`config.mk`:
```
export PLATFORM = sky130hd
export DESIGN_NAME = stepper_half_step_positioner
export DESIGN_NICKNAME = d
export VERILOG_FILES = /design/src/rtl/shsp_pkg.sv /design/src/rtl/stepper_half_step_positioner.sv
export SDC_FILE = /design/constraint.sdc
export NUM_CORES = 1
export LEC_CHECK = 0
export BUFFER_PORTS_ARGS = -buffer_cell sky130_fd_sc_hd__buf_2
export CAP_MARGIN = 20
export CORE_MARGIN = 5
export CORE_UTILIZATION = 45
export CTS_CLUSTER_DIAMETER = 60
export DETAILED_ROUTE_END_ITERATION = 10
export PLACE_DENSITY = 0.62
export SLEW_MARGIN = 0
export SYNTH_ARGS = -nofsm -noshare
export SYNTH_HDL_FRONTEND = slang
export SYNTH_SLANG_ARGS = --single-unit
```
`constraint.sdc`:
```
create_clock -name clk_i -period 6.7 [get_ports clk_i]
set_input_delay 1.34 -clock clk_i [delete_from_list [all_inputs] [get_ports clk_i]]
set_output_delay 1.34 -clock clk_i [all_outputs]
set_load 0.03 [all_outputs]
```
`src/rtl/shsp_pkg.sv`:
```
// ----------------------------------------------------------------------------
// shsp_pkg
// Types, codes and constants of the half-step stepper positioner.
// ----------------------------------------------------------------------------
package shsp_pkg;

  localparam int PositionBitsDef = 16;
  localparam int StepsBits       = 17;
  localparam int TightEndReset   = 2500;
  localparam int RelaxEndReset   = -2500;

  localparam logic [StepsBits-1:0] StepsMax   = '1;
  localparam logic [15:0]          PeriodReset = 16'd1000;

  // request codes of an input word
  typedef enum logic [2:0] {
    REQ_TICK       = 3'd0,
    REQ_GOTO       = 3'd1,
    REQ_MOVE       = 3'd2,
    REQ_SEEK_TIGHT = 3'd3,
    REQ_SEEK_RELAX = 3'd4,
    REQ_GOTO_TIGHT = 3'd5,
    REQ_GOTO_RELAX = 3'd6
  } req_e;

  // spare request code, handled as a plain tick
  localparam logic [2:0] ReqReserved = 3'd7;

  typedef enum logic [1:0] {
    MODE_IDLE       = 2'd0,
    MODE_MOVE       = 2'd1,
    MODE_SEEK_TIGHT = 2'd2,
    MODE_SEEK_RELAX = 2'd3
  } mode_e;

  // configuration register indexes
  localparam logic CfgStepPeriod = 1'b0;
  localparam logic CfgDirReverse = 1'b1;

  // half-step coil patterns, bit 0 is the first coil
  localparam logic [3:0] CoilTable [8] = '{
    4'h1, 4'h3, 4'h2, 4'h6, 4'h4, 4'hC, 4'h8, 4'h9
  };

  typedef struct packed {
    logic [2:0]         req_type;
    logic signed [15:0] move_value;
    logic               limit_switch;
  } in_t;

  typedef struct packed {
    logic [3:0]         coil_pattern;
    logic signed [15:0] position;
    logic               busy_res;
    logic               rejected;
    logic signed [15:0] tight_end;
    logic signed [15:0] relax_end;
  } out_t;

  // saturate a reset value into a signed range of the given width
  function automatic longint clamp_pos(longint value, int bits);
    longint hi;
    longint lo;
    hi = (64'sd1 <<< (bits - 1)) - 64'sd1;
    lo = -hi - 64'sd1;
    if (value > hi) return hi;
    if (value < lo) return lo;
    return value;
  endfunction

endpackage

```
`src/rtl/stepper_half_step_positioner.sv`:
```
// Result: a word accepted at a clock edge has its result loaded into the output
//   register at that same edge.
// Throughput: one word per cycle while the result is taken; the command, the
//   limit check and the step are all done by the logic between the state and the result register.
// Reset: clears motion and position, coils off, step period 1000, ends at
//   +/-2500 saturated to the position width.
// ----------------------------------------------------------------------------
// stepper_half_step_positioner
// Half-step stepper sequencer with go-to, relative move and limit seeking.
// ----------------------------------------------------------------------------
module stepper_half_step_positioner #(
  parameter int POSITION_BITS = shsp_pkg::PositionBitsDef
) (
  input  logic           clk_i,
  input  logic           rst_ni,
  input  logic           in_valid_i,
  output logic           in_ready_o,
  input  shsp_pkg::in_t  in_data_i,
  output logic           out_valid_o,
  input  logic           out_ready_i,
  output shsp_pkg::out_t out_data_o,
  input  logic           cfg_we_i,
  input  logic           cfg_addr_i,
  input  logic [15:0]    cfg_data_i
);
  import shsp_pkg::*;

  localparam int P  = POSITION_BITS;
  localparam int DW = ((P > 16) ? P : 16) + 1;

  localparam logic [P-1:0] PosMax   = {1'b0, {(P-1){1'b1}}};
  localparam logic [P-1:0] PosMin   = {1'b1, {(P-1){1'b0}}};
  localparam logic [P-1:0] TightRst = P'(clamp_pos(longint'(TightEndReset), P));
  localparam logic [P-1:0] RelaxRst = P'(clamp_pos(longint'(RelaxEndReset), P));

  // sign-extend or cut a position to the 16-bit result field
  function automatic logic [15:0] to_field(logic [P-1:0] v);
    logic [32:0] ext;
    ext = {{(33-P){v[P-1]}}, v};
    return ext[15:0];
  endfunction

  function automatic logic [DW-1:0] to_wide(logic [P-1:0] v);
    return {{(DW-P){v[P-1]}}, v};
  endfunction

  logic [15:0]          period_q;
  logic                 dir_rev_q;
  mode_e                mode_q, mode_d;
  logic [P-1:0]         pos_q, pos_d;
  logic [P-1:0]         tight_q, tight_d;
  logic [P-1:0]         relax_q, relax_d;
  logic [StepsBits-1:0] steps_q, steps_d;
  logic                 neg_q, neg_d;
  logic [15:0]          cnt_q, cnt_d;
  logic [2:0]           phase_q, phase_d;
  logic [3:0]           coil_q, coil_d;
  logic                 out_valid_q;
  out_t                 out_q;

  logic                 in_fire;
  req_e                 req;
  logic                 is_cmd;
  logic                 rejected;
  logic [DW-1:0]        delta;
  logic [DW-1:0]        mag;
  logic [StepsBits-1:0] steps_sat;
  logic [DW-1:0]        mv_wide;
  logic                 step_neg;
  logic                 fwd;
  logic [StepsBits-1:0] steps_dec;

  assign in_ready_o = !out_valid_q || out_ready_i;
  assign in_fire    = in_valid_i && in_ready_o;
  assign req        = req_e'(in_data_i.req_type);
  assign is_cmd     = (in_data_i.req_type != REQ_TICK) &&
                      (in_data_i.req_type != ReqReserved);
  assign mv_wide    = {{(DW-16){in_data_i.move_value[15]}}, in_data_i.move_value};

  // move distance of a go-to or relative command
  always_comb begin
    case (req)
      REQ_GOTO:       delta = mv_wide - to_wide(pos_q);
      REQ_GOTO_TIGHT: delta = to_wide(tight_q) - to_wide(pos_q);
      REQ_GOTO_RELAX: delta = to_wide(relax_q) - to_wide(pos_q);
      default:        delta = mv_wide;
    endcase
  end

  assign mag       = delta[DW-1] ? (~delta + DW'(1)) : delta;
  assign steps_sat = (mag > DW'(StepsMax)) ? StepsMax : mag[StepsBits-1:0];

  always_comb begin
    mode_d    = mode_q;
    pos_d     = pos_q;
    tight_d   = tight_q;
    relax_d   = relax_q;
    steps_d   = steps_q;
    neg_d     = neg_q;
    cnt_d     = cnt_q;
    phase_d   = phase_q;
    coil_d    = coil_q;
    rejected  = 1'b0;
    step_neg  = 1'b0;
    fwd       = 1'b0;
    steps_dec = '0;

    if (is_cmd) begin
      if (mode_q != MODE_IDLE) begin
        rejected = 1'b1;
      end else begin
        cnt_d = '0;
        case (req)
          REQ_SEEK_TIGHT: mode_d = MODE_SEEK_TIGHT;
          REQ_SEEK_RELAX: mode_d = MODE_SEEK_RELAX;
          default: begin
            if (delta == '0) begin
              mode_d  = MODE_IDLE;
              steps_d = '0;
            end else begin
              neg_d   = delta[DW-1];
              steps_d = steps_sat;
              mode_d  = MODE_MOVE;
            end
          end
        endcase
      end
    end

    if (mode_d != MODE_IDLE) begin
      step_neg  = (mode_d == MODE_MOVE) ? neg_d : (mode_d == MODE_SEEK_RELAX);
      fwd       = !step_neg ^ dir_rev_q;
      steps_dec = steps_d - StepsBits'(1);
      if (mode_d != MODE_MOVE && !in_data_i.limit_switch) begin
        // switch pressed: record this end and stop
        if (mode_d == MODE_SEEK_TIGHT) tight_d = pos_q;
        else relax_d = pos_q;
        mode_d  = MODE_IDLE;
        steps_d = '0;
      end else if (cnt_d != '0) begin
        cnt_d = cnt_d - 16'd1;
      end else if (step_neg ? (pos_q == PosMin) : (pos_q == PosMax)) begin
        mode_d  = MODE_IDLE;
        steps_d = '0;
      end else begin
        pos_d   = step_neg ? (pos_q - P'(1)) : (pos_q + P'(1));
        phase_d = phase_q + (fwd ? 3'd1 : 3'd7);
        coil_d  = CoilTable[phase_d];
        cnt_d   = (period_q != '0) ? (period_q - 16'd1) : '0;
        if (mode_d == MODE_MOVE) begin
          steps_d = steps_dec;
          if (steps_dec == '0) mode_d = MODE_IDLE;
        end
      end
    end
  end

  always_ff @(posedge clk_i or negedge rst_ni) begin
    if (!rst_ni) begin
      period_q  <= PeriodReset;
      dir_rev_q <= 1'b0;
    end else if (cfg_we_i) begin
      case (cfg_addr_i)
        CfgStepPeriod: period_q  <= cfg_data_i;
        CfgDirReverse: dir_rev_q <= cfg_data_i[0];
        default:       period_q  <= period_q;
      endcase
    end
  end

  always_ff @(posedge clk_i or negedge rst_ni) begin
    if (!rst_ni) begin
      mode_q  <= MODE_IDLE;
      pos_q   <= '0;
      tight_q <= TightRst;
      relax_q <= RelaxRst;
      steps_q <= '0;
      neg_q   <= 1'b0;
      cnt_q   <= '0;
      phase_q <= '0;
      coil_q  <= '0;
    end else if (in_fire) begin
      mode_q  <= mode_d;
      pos_q   <= pos_d;
      tight_q <= tight_d;
      relax_q <= relax_d;
      steps_q <= steps_d;
      neg_q   <= neg_d;
      cnt_q   <= cnt_d;
      phase_q <= phase_d;
      coil_q  <= coil_d;
    end
  end

  // result register: load on accept, drop when taken
  always_ff @(posedge clk_i or negedge rst_ni) begin
    if (!rst_ni) begin
      out_valid_q <= 1'b0;
    end else if (in_fire) begin
      out_valid_q <= 1'b1;
    end else if (out_ready_i) begin
      out_valid_q <= 1'b0;
    end
  end

  always_ff @(posedge clk_i) begin
    if (in_fire) begin
      out_q.coil_pattern <= coil_d;
      out_q.position     <= to_field(pos_d);
      out_q.busy_res     <= (mode_d != MODE_IDLE);
      out_q.rejected     <= rejected;
      out_q.tight_end    <= to_field(tight_d);
      out_q.relax_end    <= to_field(relax_d);
    end
  end

  assign out_valid_o = out_valid_q;
  assign out_data_o  = out_q;

`ifndef SYNTHESIS
  a_reject_when_busy: assert property (@(posedge clk_i) disable iff (!rst_ni)
    in_fire && is_cmd && mode_q != MODE_IDLE |=> out_q.rejected)
    else $error("command taken while busy was not rejected");

  a_one_step_per_word: assert property (@(posedge clk_i) disable iff (!rst_ni)
    in_fire |=> pos_q == $past(pos_q) || pos_q == $past(pos_q) + P'(1)
             || pos_q == $past(pos_q) - P'(1))
    else $error("position moved by more than one step");

  a_hold_without_word: assert property (@(posedge clk_i) disable iff (!rst_ni)
    !in_fire |=> $stable(pos_q) && $stable(mode_q) && $stable(phase_q))
    else $error("state changed with no word accepted");

  a_coil_half_step: assert property (@(posedge clk_i) disable iff (!rst_ni)
    $countones(coil_q) <= 2)
    else $error("more than two coils driven");

  a_idle_no_steps: assert property (@(posedge clk_i) disable iff (!rst_ni)
    mode_q == MODE_IDLE |-> steps_q == '0)
    else $error("idle with steps left");
`endif

endmodule
```
**Word-level counts from Yosys, hierarchy flattened**

Memories as Yosys holds them, arrays and structs flattened.
Cells that the tools add are included.

- Bits in registers: 163
- Memory bits (read-only): 32
- Output and inout bits: 56
- Memories kept: 1

Memories:

| name | depth | width | read ports | clocked after Yosys merged registers in | write ports | line | text |
|---|---|---|---|---|---|---|---|
| (no name shown) | 8 | 4 | 1 | 0 | 0 | stepper_half_step_positioner.sv:148 | `coil_d = CoilTable[phase_d];` |

- Add/sub/neg operators: 10
- Magnitude comparators: 2
- Equal/unequal tests: 12
- Muxes and demuxes: 56
- Bitwise gates (word level): 7
- Reductions and logical operators: 20

Operator list:

| kind | count |
|---|---|
| 16-bit 2-to-1 mux | 18 |
| 17-bit 2-to-1 mux | 11 |
| 17-bit one-hot mux with 3 select lines | 1 |
| 16-bit by 16-bit subtractor with 17-bit output | 3 |
| 16-bit by 1-bit subtractor with 16-bit output (second input constant) | 3 |
| 17-bit logical NOT | 2 |
| 16-bit nonzero test | 2 |
| 4-bit 2-to-1 mux | 6 |
| 17-bit by 1-bit adder with 17-bit output (second input constant) | 1 |
| 17-bit > comparator (second input constant) | 1 |
| 17-bit inverter | 1 |
| 17-bit by 1-bit subtractor with 17-bit output (second input constant) | 1 |
| 16-bit by 1-bit adder with 16-bit output (second input constant) | 1 |
| 16-bit by 15-bit == test with 1-bit output (second input constant) | 1 |
| 16-bit == test (second input constant) | 1 |
| 2-bit 2-to-1 mux | 8 |
| 1-bit 2-to-1 mux | 10 |
| 3-bit == test (second input constant) | 3 |
| 2-bit nonzero test | 4 |
| 5-bit AND reduction | 1 |
| 2-bit == test (second input constant) | 2 |
| 4-bit >= comparator (second input constant) | 1 |
| 1-bit inverter | 4 |
| 3-bit inverter with 4-bit output | 1 |
| other kinds (15) | 20 |

**Logic depth before layout (Yosys ltp)**

Gate-level depths: netlist of the first run.

- Depth after elaboration: 21
- Mapped depth: 34

**Least setup slack after synthesis of the first run**

No wires, ideal clock.

- Path type: input port to flip-flop
- Start point: in in_data_i[18] in the netlist's numbering
- End point: reg out_q, in the netlist out_data_o[49] (data pin)
- Library setup time: 0.260 ns
- Data arrival time: 9.024 ns
- Data required time: 6.440 ns
- Slack: -2.584 ns
- Cell stages on the path: 33
- Buffers on the path: 5
- Cell sequence: buf_6 nand2b_1 buf_2 clkbuf_1 a21boi_1 clkbuf_1 o21ai_0 ha_1 fa_1 nand2b_1 a31oi_1 xnor2_1 mux2i_4 or4b_4 or4b_4 or4b_1 buf_2 o211a_1 nor2_2 ha_1 a21o_1 a21oi_1 o21bai_1 a21oi_1 nor2b_1 o21a_1 o21a_1 o21a_1 o41ai_1 o21a_1 o21ai_0 xnor2_1 mux2_2

- Cells in the longest elaborated chain, start to end: 14
- Elaborated cells on any way between the ends: 33
- Those cells by class: 9 x eq/ne; 17 x mux; 7 x reduce/logical

Ends and longest elaborated chain:

| element | line | text |
|---|---|---|
| start: declaration | stepper_half_step_positioner.sv:18 | `input shsp_pkg::in_t in_data_i,` |
| 3-bit == test / 3-bit by 1-bit == test with 1-bit output (equally long branches) | stepper_half_step_positioner.sv:82 | `case (req)` |
| 17-bit one-hot mux with 3 select lines | stepper_half_step_positioner.sv:82 |  |
| 17-bit logical NOT | stepper_half_step_positioner.sv:117 | `if (delta == '0) begin` |
| 1-bit 2-to-1 mux | stepper_half_step_positioner.sv:117 |  |
| 2-bit one-hot mux with 2 select lines | stepper_half_step_positioner.sv:113 | `case (req)` |
| 2-bit 2-to-1 mux | stepper_half_step_positioner.sv:109 | `if (mode_q != MODE_IDLE) begin` |
| 2-bit 2-to-1 mux | stepper_half_step_positioner.sv:108 | `if (is_cmd) begin` |
| 2-bit == test / 2-bit by 1-bit == test with 1-bit output (equally long branches) | stepper_half_step_positioner.sv:131 | `step_neg = (mode_d == MODE_MOVE) ? neg_d : (mode_d == MODE_SEEK_RELAX);` |
| 1-bit 2-to-1 mux | stepper_half_step_positioner.sv:131 |  |
| 16-bit 2-to-1 mux / 1-bit 2-to-1 mux (equally long branches) | stepper_half_step_positioner.sv:146, stepper_half_step_positioner.sv:142 |  |
| 16-bit 2-to-1 mux | stepper_half_step_positioner.sv:142 | `end else if (step_neg ? (pos_q == PosMin) : (pos_q == PosMax)) begin` |
| 16-bit 2-to-1 mux | stepper_half_step_positioner.sv:140 | `end else if (cnt_d != '0) begin` |
| 16-bit 2-to-1 mux | stepper_half_step_positioner.sv:134 | `if (mode_d != MODE_MOVE && !in_data_i.limit_switch) begin` |
| 16-bit 2-to-1 mux * | stepper_half_step_positioner.sv:130 | `if (mode_d != MODE_IDLE) begin` |
| via pos_d[15] | stepper_half_step_positioner.sv:50 | `logic [P-1:0] pos_q, pos_d;` |
| end: declaration | stepper_half_step_positioner.sv:59 | `out_t out_q;` |

Mark *: on every way through the listed nets, which the timed path passes. The rest lies on a longest branch.
A chain may end at the register's enable or synchronous reset.

**Worst setup path in the final report of the first run**

Ends and elaborated chain as after synthesis.

==> tab_implementation.tex, run 1 <==
\begin{tabular}{lr}
\hline
Metric & Value \\
\hline
\multicolumn{2}{l}{\textbf{Status}} \\
\quad Status & finished, violations left \\
\quad Violated checks & negative setup slack \\
\multicolumn{2}{l}{\textbf{Clock network}} \\
\quad TritonCTS clock tree & yes \\
\quad Number of H-tree branching levels & 4 \\
\quad Count of hold-fix buffers inserted at cts & 0 \\
\quad Clock latency of the later-clocked register in the worst-skew pair & 0.44 ns \\
\quad Number of CTS-inserted buffers & 17 \\
\quad Reg clk slew, reported paths & 0.07 ns \\
\quad Cell at the root of the clock tree & clkbuf\_16 \\
\quad Maximum clock insertion buffer count & 2 \\
\quad CTS sink cnt & between 150 and 200 \\
\multicolumn{2}{l}{\textbf{STA}} \\
\quad Final period util & 113\% \\
\quad Final setup violating endpoints & 79 \\
\quad Fin Clk Skew & roughly 0.018 ns \\
\quad Maximum clock rate & around 130 MHz \\
\quad Pin slew with the least headroom to its limit & between 1 and 1.5 ns \\
\quad Worst hold slack across all endpoints & 0.471 ns \\
\quad Setup repair after global routing missed its margin & yes \\
\quad Setup TNS & -27.75 ns \\
\quad Shortest clock period the worst path allows after layout & 7.56 ns \\
\quad Slew Limit Headroom & approximately 32\% \\
\quad Final hold violations & 0 \\
\quad Worst Setup Slack, final & -0.865 ns \\
\quad Final slew viol count & 0 \\
\multicolumn{2}{l}{\textbf{Logic synthesis}} \\
\quad Post-synthesis async set-or-reset flop share & 66.9\% \\
\quad Predominant post-synthesis flop cell & dfrtp\_1 \\
\quad Portion of the post-synthesis area used by sequential elements & 39.2\% \\
\quad Distinct cells, synth & 94 \\
\quad Number of flip-flops and latches in the synthesized netlist & approximately 160 \\
\quad Syn\_area\_per\_cell & 8.88 um\^{}2 \\
\quad Post-Syn Instances & 1259 \\
\quad Net count of the mapped netlist & 1343 \\
\quad Cell area after technology mapping & 0.0112 mm\^{}2 \\
\quad Number of flops mapped to enable cells by yosys & 54 \\
\quad Number of warnings printed during yosys synthesis & 0 \\
\multicolumn{2}{l}{\textbf{Routing}} \\
\quad Starting DRT DRC Count & 1006 \\
\quad Post-DR vias/cell & around 5.7 \\
\quad Routed length per instance & around 18 um \\
\quad DRT Wirelength & $\sim$35000 um \\
\quad Length of the first detailed-routing pass in iterations & 5 \\
\quad Remaining design rule violation count & 0 \\
\quad Post-route antenna net violation count & 0 \\
\quad Vias & between 10k and 15k \\
\multicolumn{2}{l}{\textbf{Critical path}} \\
\quad Slack of the worst reg-to-reg path & approximately 0.13 ns \\
\quad Biggest cell delay along the critical path & roughly 0.55 ns \\
\quad Endpoint of the worst setup timing path & out\_data\_o[49] \\
\quad Critical path launch point type & input port \\
\quad Origin of the worst setup path & in\_data\_i[18] \\
\quad Kind of critical path & input port to flop \\
\quad Req. time, crit path & just under 7 ns \\
\quad Cell seen most often among critical-path stages & o21a\_1 \\
\quad Cells on worst reg2reg path & 27 \\
\quad Worst reg2reg endpoint & out\_data\_o[49] \\
\quad Element type at the critical path end & flop \\
\quad Worst EP arrival & between 7 and 8 ns \\
\quad Slowest-stage cell, CP & fa\_2 \\
\quad R2R Path Start & tight\_q[1] \\
\quad Largest driver fanout on the critical path & 5 \\
\multicolumn{2}{l}{\textbf{Die}} \\
\quad Floorplan core area & between 0.02 and 0.025 mm\^{}2 \\
\quad Boundary pin count & 98 \\
\quad Standard-cell rows & 57 \\
\quad Floorplan die height & between 150 and 200 um \\
\quad Effective utilization at floorplan & between 40\% and 50\% \\
\quad Die outline area & 0.0281 mm\^{}2 \\
\quad Die Span X & around 170 um \\
\multicolumn{2}{l}{\textbf{Power and ir drop}} \\
\quad Clock network fraction of total power & 12.8\% \\
\quad Switching Fraction & roughly 43\% \\
\quad Standby leakage power & about 6.7 nW \\
\quad Maximum ir drop on the vdd rail & $\sim$0.20 mV \\
\quad Net switching power figure & roughly 3.2 mW \\
\quad Power density relative to cell area & 487 mW/mm\^{}2 \\
\quad Proportion of power drawn by combinational gates & 63.3\% \\
\quad Internal power consumption & approximately 4.2 mW \\
\quad Seq pwr share & a little under a quarter \\
\multicolumn{2}{l}{\textbf{Final layout}} \\
\quad Number of antenna repair diodes & 0 \\
\quad Filler cell count & slightly above 2k \\
\quad Post-layout net count & 1650 \\
\quad Area added between synthesis and finish & 34.8\% \\
\quad Utilization after layout & 61.8\% \\
\quad Final standard cell area without fillers & 0.0151 mm\^{}2 \\
\quad Fraction of layout instances using a drive strength above 1 & between 30\% and 40\% \\
\multicolumn{2}{l}{\textbf{Global route}} \\
\quad Wire length of the first global-routing pass & 55100 um \\
\quad Antenna violations before repair & 0 \\
\quad Total congestion overflow after global routing & 0 \\
\quad Largest net degree at the start of global routing & 87 \\
\quad GRT Resource Usage Total & 24.0\% \\
\quad Vias in the first global route & $\sim$10k \\
\multicolumn{2}{l}{\textbf{Min path}} \\
\quad Hold Crit Class & flop to flop \\
\quad Launch point of the worst hold path & relax\_q[5] \\
\multicolumn{2}{l}{\textbf{Placement}} \\
\quad HPWL Detailed & 24900 um \\
\quad IO Port Bufs & 97 \\
\quad Area post-placement & 0.0137 mm\^{}2 \\
\quad GP Congestion & between 0.9 and 1 \\
\multicolumn{2}{l}{\textbf{Job}} \\
\quad Maxcap violations & 0 \\
\hline
\end{tabular}
[how the worst min path moves through the flow]
stage / end / slack (ns) / cells after the start
after floorplan: tight_q[11] / 0.45 / 2
after global placement: relax_q[12] / 0.46 / 2
after detailed placement: relax_q[12] / 0.46 / 2
final: relax_q[5] / 0.47 / 2
after global routing: relax_q[12] / 0.49 / 2
after CTS: relax_q[12] / 0.47 / 2
[placed cells by master, fill, tap and decap left out, drive strengths merged, types with 6 or more instances in the layout]
cell,n
o21a,18
clkbuf,19
a21oi,66
edfxtp,54
xnor2,35
or3,16
or2,8
a31oi,15
nand3,27
ha,39
xor2,16
nor3,31
nor2,94
a21boi,6
o21ai,102
buf,354
a211oi,8
mux2i,13
o211ai,8
a21o,11
o31ai,14
and3,10
nand4,15
and2,8
inv,41
o22ai,24
dfstp,21
nor4,17
nand2,221
mux2,52
nand2b,14
nor2b,7
a22o,12
dfrtp,88
[layer usage]
layer	wire, um	global-route usage, %
met3	1690	3.06
met2	17000	40.9
met1	15100	32.3
met4	815	6.53
met5	0	0
[timing repair]
action / in CTS / in global routing
endpoints found under the hold margin: 0 / 0
pin swaps: 57 / 22
buffers inserted: 23 / 11
gates resized for setup: 108 / 27
setup endpoints to repair: 79 / 79
gates cloned: 4 / 0
[power by group through the flow]
stage / Combinational, mW / Sequential (mW) / Clock [mW]
after CTS: 4.46 / 1.74 / 0.948
after detailed placement: 4.12 / 1.75 / 0
after global placement: 4.07 / 1.75 / 0
after floorplan: 2.46 / 1.82 / 0
final: 4.65 / 1.75 / 0.942
after global routing: 5.06 / 1.79 / 0.989
[through the flow]
stage                     cells  worst slack, ns  total power [mW]
after CTS                  1893           -0.603              7.15
after global placement     1836            -1.35              5.82
final                      1903           -0.865              7.34
after detailed placement   1836            -1.47              5.87
after floorplan            1259            -1.66              4.28
after global routing       1903            -1.05              7.84
[worst max-delay path, delay by kind of cell]
family,cells,cell delay [ns]
compound gates,14,2.41
xor+xnor,1,0.15
fa+ha+maj,4,1.17
buf+inv,2,0.25
mux,1,0.26
simple gates,8,2.14
[cell families (layout without fill, tap and decap cells)]
group           Yosys count  count (layout)  synth area share [%]
simple gates            494             494                  20.8
compound gates          343             343                  20.3
flops                   163             163                  39.2
buf+inv                 101             421                  3.81
mux                      65              65                  6.89
xor+xnor                 51              51                  4.13
fa+ha+maj                42              42                  4.90
[final cells by class]
| cell class | instances | area (um^2) | area share [%] |
|---|---|---|---|
| Timing Repair Buffer | 354 | 2660 | 17.7 |
| Sequential cell | 163 | 4380 | 29.0 |
| Clock buffer | 19 | 454 | 3.01 |
| Inverter | 35 | 134 | 0.889 |
| Multi-Input combinational cell | 995 | 6940 | 46.0 |
| Clock inverter | 13 | 97.6 | 0.648 |
| Tap cell | 324 | 405 | 2.69 |
[synthesized netlist by cell type, types with 5 or more instances]
library cell | instances | share of area [%]
nor2_1 | 92 | 3.1
inv_1 | 35 | 1.2
mux2i_1 | 12 | 1.1
and3_1 | 10 | 0.56
buf_1 | 5 | 0.17
nand4_1 | 15 | 0.84
and2_1 | 8 | 0.45
or3_1 | 16 | 0.90
nand3_1 | 27 | 1.2
o21ai_0 | 91 | 4.1
a31oi_1 | 14 | 0.78
o21ai_1 | 10 | 0.45
clkbuf_1 | 46 | 1.5
a21o_1 | 11 | 0.74
nand2b_1 | 14 | 0.78
or2_2 | 7 | 0.39
buf_2 | 10 | 0.45
mux2_2 | 41 | 4.1
xnor2_1 | 33 | 2.6
o21a_1 | 18 | 1.2
dfstp_2 | 21 | 4.9
nand2_1 | 220 | 7.4
xor2_1 | 16 | 1.3
nor4_1 | 17 | 0.95
a22o_1 | 12 | 0.94
o211ai_1 | 8 | 0.54
nor2b_1 | 7 | 0.39
mux2_4 | 11 | 1.5
dfrtp_1 | 88 | 20
o31ai_1 | 14 | 0.94
a21oi_1 | 64 | 2.9
a211oi_1 | 8 | 0.54
ha_1 | 39 | 4.4
o22ai_1 | 24 | 1.3
edfxtp_1 | 54 | 15
nor3_1 | 30 | 1.3
[flip-flops by register name (all words and copies together) (netlist names)]
signal / flops
tight_q: 16
cnt_q: 16
dir_rev_q: 1
relax_q: 16
out_data_o: 54
neg_q: 1
out_valid_o: 1
period_q: 16
phase_q: 3
pos_q: 16
steps_q: 17
coil_q: 4
mode_q: 2
No activity file was read; power rests on OpenSTA's default activity.
==> run 2, diff against run 1 <==
--- a/config.mk
+++ b/config.mk
@@ -12,6 +12,7 @@
 export CTS_CLUSTER_DIAMETER = 60
 export DETAILED_ROUTE_END_ITERATION = 10
 export PLACE_DENSITY = 0.62
+export SKIP_CTS_REPAIR_TIMING = 1
 export SLEW_MARGIN = 0
 export SYNTH_ARGS = -nofsm -noshare
 export SYNTH_HDL_FRONTEND = slang
==> run 2 against run 1 <==
Against the previous run:
- the run still ends with negative setup slack left
- cell count grew 0.21%
- die area unchanged
- clock skew shrank 0.0024 ns
- global-route usage down 0.87 points
- sequential cell count is the same
- power up 0.34%
- combinational power barely moved
- core utilization increased by 0.097 points
- critical path type unchanged
- largest power group unchanged
==> tab_implementation.tex, run 2 (synthesized netlist as in run 1, its figures left out) <==
\begin{tabular}{lr}
\hline
Metric & Value \\
\hline
\multicolumn{2}{l}{\textbf{Final layout}} \\
\quad Area added between synthesis and finish & 35.0\% (was 34.8\%) \\
\quad Number of antenna repair diodes & 0 (unchanged) \\
\quad Fraction of layout instances using a drive strength above 1 & 36.1\% (was 35.7\%) \\
\quad Max FFs per register & 54 (unchanged) \\
\quad Final standard cell area without fillers & 0.0151 mm\^{}2 (about the same) \\
\quad Most common library cell in the layout ignoring fill and taps & buf\_4 (unchanged) \\
\quad Post-layout net count & 1654 (was 1650) \\
\quad Utilization after layout & 61.9\% (was 61.8\%) \\
\quad Filler cell count & 2066 (was 2077) \\
\quad Leading cell types in the layout, fill and taps excluded & buf\_4 (234), nand2\_1 (214), buf\_2 (94) (was buf\_4 (227), nand2\_1 (214), buf\_2 (94)) \\
\multicolumn{2}{l}{\textbf{Routing}} \\
\quad Post-route antenna net violation count & 0 (unchanged) \\
\quad Starting DRT DRC Count & 1087 (was 1006) \\
\quad Vias & 10.9k (about the same) \\
\quad DRT Wirelength & 34700 um (was 34600 um) \\
\quad Remaining design rule violation count & 0 (unchanged) \\
\quad Post-DR vias/cell & 5.69 (was 5.73) \\
\quad Routed length per instance & 18.2 um (about the same) \\
\quad Length of the first detailed-routing pass in iterations & 5 (unchanged) \\
\multicolumn{2}{l}{\textbf{Critical path}} \\
\quad Slack of the worst reg-to-reg path & 0.20 ns (was 0.13 ns) \\
\quad Largest driver fanout on the critical path & 5 (unchanged) \\
\quad Kind of critical path & input port to flop (unchanged) \\
\quad Slowest-stage cell, CP & or4b\_4 (was fa\_2) \\
\quad Biggest cell delay along the critical path & 0.55 ns (about the same) \\
\quad Critical path launch point type & input port (unchanged) \\
\quad Element type at the critical path end & flop (unchanged) \\
\quad Worst EP arrival & 7.53 ns (was 7.74 ns) \\
\quad Cell seen most often among critical-path stages & o21a\_1 (unchanged) \\
\quad Req. time, crit path & 6.88 ns (about the same) \\
\multicolumn{2}{l}{\textbf{STA}} \\
\quad Final setup violating endpoints & 79 (unchanged) \\
\quad Pin slew with the least headroom to its limit & 1.01 ns (was 1.02 ns) \\
\quad Shortest clock period the worst path allows after layout & 7.36 ns (was 7.56 ns) \\
\quad Final slew viol count & 0 (unchanged) \\
\quad Fin Clk Skew & 0.0159 ns (was 0.0183 ns) \\
\quad Maximum clock rate & 136 MHz (was 132 MHz) \\
\quad Final period util & 110\% (was 113\%) \\
\quad Worst Setup Slack, final & -0.658 ns (was -0.865 ns) \\
\quad Slew Limit Headroom & 32.6\% (was 32.2\%) \\
\quad Worst hold slack across all endpoints & 0.470 ns (was 0.471 ns) \\
\quad Setup repair after global routing missed its margin & yes (unchanged) \\
\quad Final hold violations & 0 (unchanged) \\
\multicolumn{2}{l}{\textbf{Die}} \\
\quad Boundary pin count & 98 (unchanged) \\
\quad Floorplan core area & 0.0244 mm\^{}2 (unchanged) \\
\quad Standard-cell rows & 57 (unchanged) \\
\quad Effective utilization at floorplan & 45.8\% (unchanged) \\
\quad Die Span X & 168 um (unchanged) \\
\quad Die outline area & 0.0281 mm\^{}2 (unchanged) \\
\quad Floorplan die height & 168 um (unchanged) \\
\multicolumn{2}{l}{\textbf{Placement}} \\
\quad Worst slack after detailed placement & -1.47 ns (unchanged) \\
\quad GP Congestion & 0.913 (unchanged) \\
\quad IO Port Bufs & 97 (unchanged) \\
\quad HPWL Detailed & 24900 um (unchanged) \\
\quad Area post-placement & 0.0137 mm\^{}2 (unchanged) \\
\multicolumn{2}{l}{\textbf{Global route}} \\
\quad Vias in the first global route & 10.0k (was 10.3k) \\
\quad Total congestion overflow after global routing & 0 (unchanged) \\
\quad Largest net degree at the start of global routing & 87 (unchanged) \\
\quad Antenna violations before repair & 0 (unchanged) \\
\quad GRT Resource Usage Total & 23.1\% (was 24.0\%) \\
\quad Wire length of the first global-routing pass & 53200 um (was 55100 um) \\
\multicolumn{2}{l}{\textbf{Clock network}} \\
\quad CTS sink cnt & 163 (unchanged) \\
\quad Cell at the root of the clock tree & clkbuf\_16 (unchanged) \\
\quad Number of H-tree branching levels & 4 (unchanged) \\
\quad Number of CTS-inserted buffers & 17 (unchanged) \\
\quad Maximum clock insertion buffer count & 2 (unchanged) \\
\quad Reg clk slew, reported paths & 0.07 ns (about the same) \\
\quad TritonCTS clock tree & yes (unchanged) \\
\quad Clock latency of the later-clocked register in the worst-skew pair & 0.43 ns (was 0.44 ns) \\
\multicolumn{2}{l}{\textbf{Power and ir drop}} \\
\quad Power density relative to cell area & 488 mW/mm\^{}2 (was 487 mW/mm\^{}2) \\
\quad Maximum ir drop on the vdd rail & 0.191 mV (was 0.199 mV) \\
\quad Standby leakage power & 6.67 nW (was 6.70 nW) \\
\quad Post-route total power & 7.37 mW (was 7.34 mW) \\
\multicolumn{2}{l}{\textbf{Status}} \\
\quad Violated checks & negative setup slack (unchanged) \\
\quad Status & finished, violations left (unchanged) \\
\multicolumn{2}{l}{\textbf{Job}} \\
\quad Maxcap violations & 0 (unchanged) \\
\multicolumn{2}{l}{\textbf{Min path}} \\
\quad Hold Crit Class & flop to flop (unchanged) \\
\hline
\end{tabular}
-- run 2: power by group --
part           switching [mW]  internal (mW)  leakage [nW]
Clock                   0.439          0.502         0.266
Combinational            2.43           2.25          4.55
Sequential              0.299           1.45          1.86
Total                    3.17           4.20          6.67
-- run 2: path summary, 6_finish.rpt --
| check | start | to | depth (start not counted) |
|---|---|---|---|
| worst min-delay path | relax_q[5] | relax_q[5] | 2 |
| worst max register to register | tight_q[1] | out_data_o[49] | 27 |
| max in group asynchronous | rst_ni | relax_q[0] | 2 |
| worst min register to register | relax_q[5] | relax_q[5] | 2 |
| worst max-delay path | in_data_i[17] | out_data_o[49] | 29 |
| min in group asynchronous | rst_ni | pos_q[13] | 1 |
-- run 2: cell type report --
type                    instances  area [um^2]  area share [%]
well taps                     324          405            2.69
clock inverters                13         97.6           0.647
repair buffers                358         2690            17.8
flip-flops and latches        163         4380            29.0
inverters                      35          134           0.887
clock buffers                  19          454            3.01
multi-input cells             995         6940            46.0
-- run 2: metal layers --
layer | GRT usage [%] | wire length [um]
met1 | 31.2 | 15100
met2 | 39.7 | 17100
met3 | 2.71 | 1660
met4 | 5.96 | 806
met5 | 0 | 0
-- run 2: critical path, delay by kind of cell --
family | cells | cell delay, ns
compound gates | 14 | 2.39
xor+xnor | 1 | 0.14
fa+ha+maj | 4 | 1.16
buf+inv | 1 | 0.10
mux | 1 | 0.27
simple gates | 8 | 2.10
-- run 2: through the flow --
stage	std cells	TNS, ns
after floorplan	1259	-74.07
after global placement	1836	-79.91
after detailed placement	1836	-83.99
after CTS	1868	-50.80
after global routing	1907	-53.39
final	1907	-36.89
==> run 3, diff against run 2 <==
--- a/config.mk
+++ b/config.mk
@@ -5,6 +5,7 @@
 export SDC_FILE = /design/constraint.sdc
 export NUM_CORES = 1
 export LEC_CHECK = 0
+export ABC_AREA = 1
 export BUFFER_PORTS_ARGS = -buffer_cell sky130_fd_sc_hd__buf_2
 export CAP_MARGIN = 20
 export CORE_MARGIN = 5
==> run 3 against run 2 <==
Against the previous run:
- the run now ends clean
- sequential power decreased by 13%
- critical path depth increased by 11
- critical endpoint unchanged
- largest cell class unchanged
- die area rose by 4.4%
- critical path type unchanged
- worst hold slack better by 0.014 ns
- wire length is 2.9% lower
==> tab_implementation.tex, run 3 <==
\begin{tabular}{lr}
\hline
Metric & Value \\
\hline
\multicolumn{2}{l}{\textbf{Status}} \\
\quad Status & completed (was finished, violations left) \\
\multicolumn{2}{l}{\textbf{Routing}} \\
\quad Length of the first detailed-routing pass in iterations & 6 (was 5) \\
\quad Vias & 11.2k (was 10.9k) \\
\quad Starting DRT DRC Count & 963 (was 1087) \\
\quad Post-DR vias/cell & 5.21 (was 5.69) \\
\quad Post-route antenna net violation count & 0 (unchanged) \\
\quad Remaining design rule violation count & 0 (unchanged) \\
\quad DRT Wirelength & 33700 um (was 34700 um) \\
\quad Routed length per instance & 15.7 um (was 18.2 um) \\
\multicolumn{2}{l}{\textbf{Final layout}} \\
\quad Leading cell types in the layout, fill and taps excluded & nand2\_1 (536), inv\_1 (201), nor2\_1 (131) (was buf\_4 (234), nand2\_1 (214), buf\_2 (94)) \\
\quad Utilization after layout & 52.4\% (was 61.9\%) \\
\quad Final standard cell area without fillers & 0.0135 mm\^{}2 (was 0.0151 mm\^{}2) \\
\quad Fraction of layout instances using a drive strength above 1 & 16.8\% (was 36.1\%) \\
\quad Number of antenna repair diodes & 0 (unchanged) \\
\quad Sequential standard cell area & 0.00438 mm\^{}2 (unchanged) \\
\quad Area of the multi-input gates & 0.00633 mm\^{}2 (was 0.00694 mm\^{}2) \\
\quad Most common library cell in the layout ignoring fill and taps & nand2\_1 (was buf\_4) \\
\quad Post-layout net count & 1879 (was 1654) \\
\quad Area added between synthesis and finish & 15.8\% (was 35.0\%) \\
\quad Filler cell count & 2569 (was 2066) \\
\quad Final Instance Count excl. Fillers & 2143 (was 1907) \\
\quad Max FFs per register & 54 (unchanged) \\
\multicolumn{2}{l}{\textbf{Die}} \\
\quad Floorplan core area & 0.0258 mm\^{}2 (was 0.0244 mm\^{}2) \\
\quad Die outline area & 0.0293 mm\^{}2 (was 0.0281 mm\^{}2) \\
\quad Die Span X & 171 um (was 168 um) \\
\quad Effective utilization at floorplan & 45.3\% (was 45.8\%) \\
\quad Boundary pin count & 98 (unchanged) \\
\quad Floorplan die height & 171 um (was 168 um) \\
\quad Standard-cell rows & 59 (was 57) \\
\multicolumn{2}{l}{\textbf{Clock network}} \\
\quad Number of CTS-inserted buffers & 17 (unchanged) \\
\quad Number of H-tree branching levels & 4 (unchanged) \\
\quad Clock latency of the later-clocked register in the worst-skew pair & 0.43 ns (about the same) \\
\quad TritonCTS clock tree & yes (unchanged) \\
\quad CTS sink cnt & 163 (unchanged) \\
\quad Maximum clock insertion buffer count & 2 (unchanged) \\
\quad Cell at the root of the clock tree & clkbuf\_16 (unchanged) \\
\quad Reg clk slew, reported paths & 0.07 ns (about the same) \\
\multicolumn{2}{l}{\textbf{Placement}} \\
\quad Area post-placement & 0.0129 mm\^{}2 (was 0.0137 mm\^{}2) \\
\quad IO Port Bufs & 97 (unchanged) \\
\quad \# placed instances & 2110 (was 1836) \\
\quad Worst slack after detailed placement & -0.153 ns (was -1.47 ns) \\
\quad GP Congestion & 0.905 (was 0.913) \\
\quad HPWL Detailed & 25500 um (was 24900 um) \\
\multicolumn{2}{l}{\textbf{Logic synthesis}} \\
\quad Cell area after technology mapping & 0.0117 mm\^{}2 (was 0.0112 mm\^{}2) \\
\quad Cell with the most instances after synthesis & nand2\_1 (unchanged) \\
\quad Net count of the mapped netlist & 1748 (was 1343) \\
\quad Number of warnings printed during yosys synthesis & 0 (unchanged) \\
\quad Number of flip-flops and latches in the synthesized netlist & 163 (unchanged) \\
\quad Portion of the post-synthesis area used by sequential elements & 37.4\% (was 39.2\%) \\
\quad Syn\_area\_per\_cell & 7.03 um\^{}2 (was 8.88 um\^{}2) \\
\quad Predominant post-synthesis flop cell & dfrtp\_1 (unchanged) \\
\quad Distinct cells, synth & 53 (was 94) \\
\quad Area share of the largest cell type after synthesis & 18.8\% (was 19.7\%) \\
\quad Largest area contributor in the synthesized netlist & dfrtp\_1 (unchanged) \\
\quad Largest cells by area after synthesis & dfrtp\_1 (19\%), nand2\_1 (17\%), edfxtp\_1 (14\%) (was dfrtp\_1 (20\%), edfxtp\_1 (15\%), nand2\_1 (7.4\%)) \\
\quad Number of flops mapped to enable cells by yosys & 54 (unchanged) \\
\quad Post-synthesis async set-or-reset flop share & 66.9\% (unchanged) \\
\quad Commonest cells in the synthesized netlist & nand2\_1 (538), inv\_1 (202), nor2\_1 (137) (was nand2\_1 (220), nor2\_1 (92), o21ai\_0 (91)) \\
\quad Post-Syn Instances & 1664 (was 1259) \\
\multicolumn{2}{l}{\textbf{Min path}} \\
\quad Launch point of the worst hold path & cnt\_q[5] (was relax\_q[5]) \\
\quad Hold Crit Class & flop to flop (unchanged) \\
\multicolumn{2}{l}{\textbf{Global route}} \\
\quad Antenna violations before repair & 0 (unchanged) \\
\quad Vias in the first global route & 10.4k (was 10.0k) \\
\quad Largest net degree at the start of global routing & 72 (was 87) \\
\quad GRT Resource Usage Total & 23.0\% (was 23.1\%) \\
\quad Wire length of the first global-routing pass & 54000 um (was 53200 um) \\
\quad Total congestion overflow after global routing & 0 (unchanged) \\
\multicolumn{2}{l}{\textbf{Critical path}} \\
\quad Req. time, crit path & 6.86 ns (was 6.88 ns) \\
\quad Origin of the worst setup path & in\_data\_i[17] (unchanged) \\
\quad Critical path launch point type & input port (unchanged) \\
\quad Family with the most delay on the worst path & simple AND/OR/NAND/NOR gates (was compound AO/OA/AOI/OAI gates) \\
\quad Biggest cell delay along the critical path & 0.52 ns (was 0.55 ns) \\
\quad Slowest-stage cell, CP & fa\_1 (was or4b\_4) \\
\quad R2R Path Start & relax\_q[3] (was tight\_q[1]) \\
\quad Cell seen most often among critical-path stages & nand2\_1 (was o21a\_1) \\
\quad Worst EP arrival & 6.38 ns (was 7.53 ns) \\
\quad Largest driver fanout on the critical path & 23 (was 5) \\
\quad Kind of critical path & input port to flop (unchanged) \\
\quad Element type at the critical path end & flop (unchanged) \\
\quad Bufs and invs on worst path & 5 (was 1) \\
\multicolumn{2}{l}{\textbf{STA}} \\
\quad Final hold violations & 0 (unchanged) \\
\quad Slew Limit Headroom & 37.8\% (was 32.6\%) \\
\quad Shortest clock period the worst path allows after layout & 6.22 ns (was 7.36 ns) \\
\quad Fin Clk Skew & 0.0162 ns (was 0.0159 ns) \\
\quad Pin slew with the least headroom to its limit & 0.930 ns (was 1.01 ns) \\
\quad Final setup violating endpoints & 0 (was 79) \\
\quad Final slew viol count & 0 (unchanged) \\
\quad Final period util & 92.8\% (was 110\%) \\
\quad Maximum clock rate & 161 MHz (was 136 MHz) \\
\quad Worst Setup Slack, final & 0.482 ns (was -0.658 ns) \\
\multicolumn{2}{l}{\textbf{Power and ir drop}} \\
\quad Maximum ir drop on the vdd rail & 0.174 mV (was 0.191 mV) \\
\quad Standby leakage power & 6.65 nW (was 6.67 nW) \\
\quad Post-route total power & 4.89 mW (was 7.37 mW) \\
\quad Power density relative to cell area & 361 mW/mm\^{}2 (was 488 mW/mm\^{}2) \\
\multicolumn{2}{l}{\textbf{Job}} \\
\quad Maxcap violations & 0 (unchanged) \\
\hline
\end{tabular}
## run 3: power breakdown
group | switching, mW | leakage [nW] | internal (mW)
Combinational | 1.55 | 4.64 | 0.833
Sequential | 0.166 | 1.72 | 1.36
Clock | 0.445 | 0.288 | 0.528
Total | 2.17 | 6.65 | 2.72
## run 3: final timing paths
check                            endpoint  slack (ns)  depth (start not counted)
max in group asynchronous     tight_q[14]        4.51                          2
hold / removal                   cnt_q[5]        0.48                          2
min in group asynchronous        pos_q[8]        1.01                          1
setup / recovery           out_data_o[49]        0.48                         40
hold reg to reg                  cnt_q[5]        0.48                          2
setup reg to reg           out_data_o[49]        1.51                         39
## run 3: per-stage QoR
step | setup TNS, ns | hold slack [ns]
after CTS | 0 | 0.485
after floorplan | 0 | 0.449
after global placement | -0.331 | 0.464
after global routing | -0.0000839 | 0.499
final | 0 | 0.484
after detailed placement | -2.24 | 0.467
## run 3: area by class of cell
| cell class | count | share of cell area (%) |
|---|---|---|
| sequential | 163 | 32.3 |
| multi-input combinational | 1232 | 46.8 |
| clock buffer | 21 | 3.57 |
| inverter | 219 | 6.14 |
| tap | 335 | 3.09 |
| timing repair buffer | 162 | 7.51 |
| clock inverter | 11 | 0.637 |
## run 3: worst register-to-register path: cells and delay by family (launching register included)
kind	cells	cell delay, ns
DFF	1	0.53
buffers and inverters	4	0.29
AOI/OAI and AO/OA	11	1.33
adders and majority gates	2	0.60
xor gates and xnor gates	1	0.10
and+or+nand+nor	21	2.10
## run 3: per-layer routing
layer	up-vias	track usage, %	routed length [um]
li1	5664	-	-
met1	5161	31.1	15100
met2	299	39.6	16300
met3	40	2.87	1580
met4	0	5.48	635
met5	-	0	0
## run 3: kinds of logic (layout without fill, tap and decap cells)
logic type      count (synthesis)  after routing  share of synthesized area, %
simple gates                  874            874                          31.9
flops                         163            163                          37.4
compound gates                265            265                          12.7
mux                            10             10                         0.962
buf+inv                       269            413                          9.23
xor+xnor                       41             41                          3.13
fa+ha+maj                      42             42                          4.68
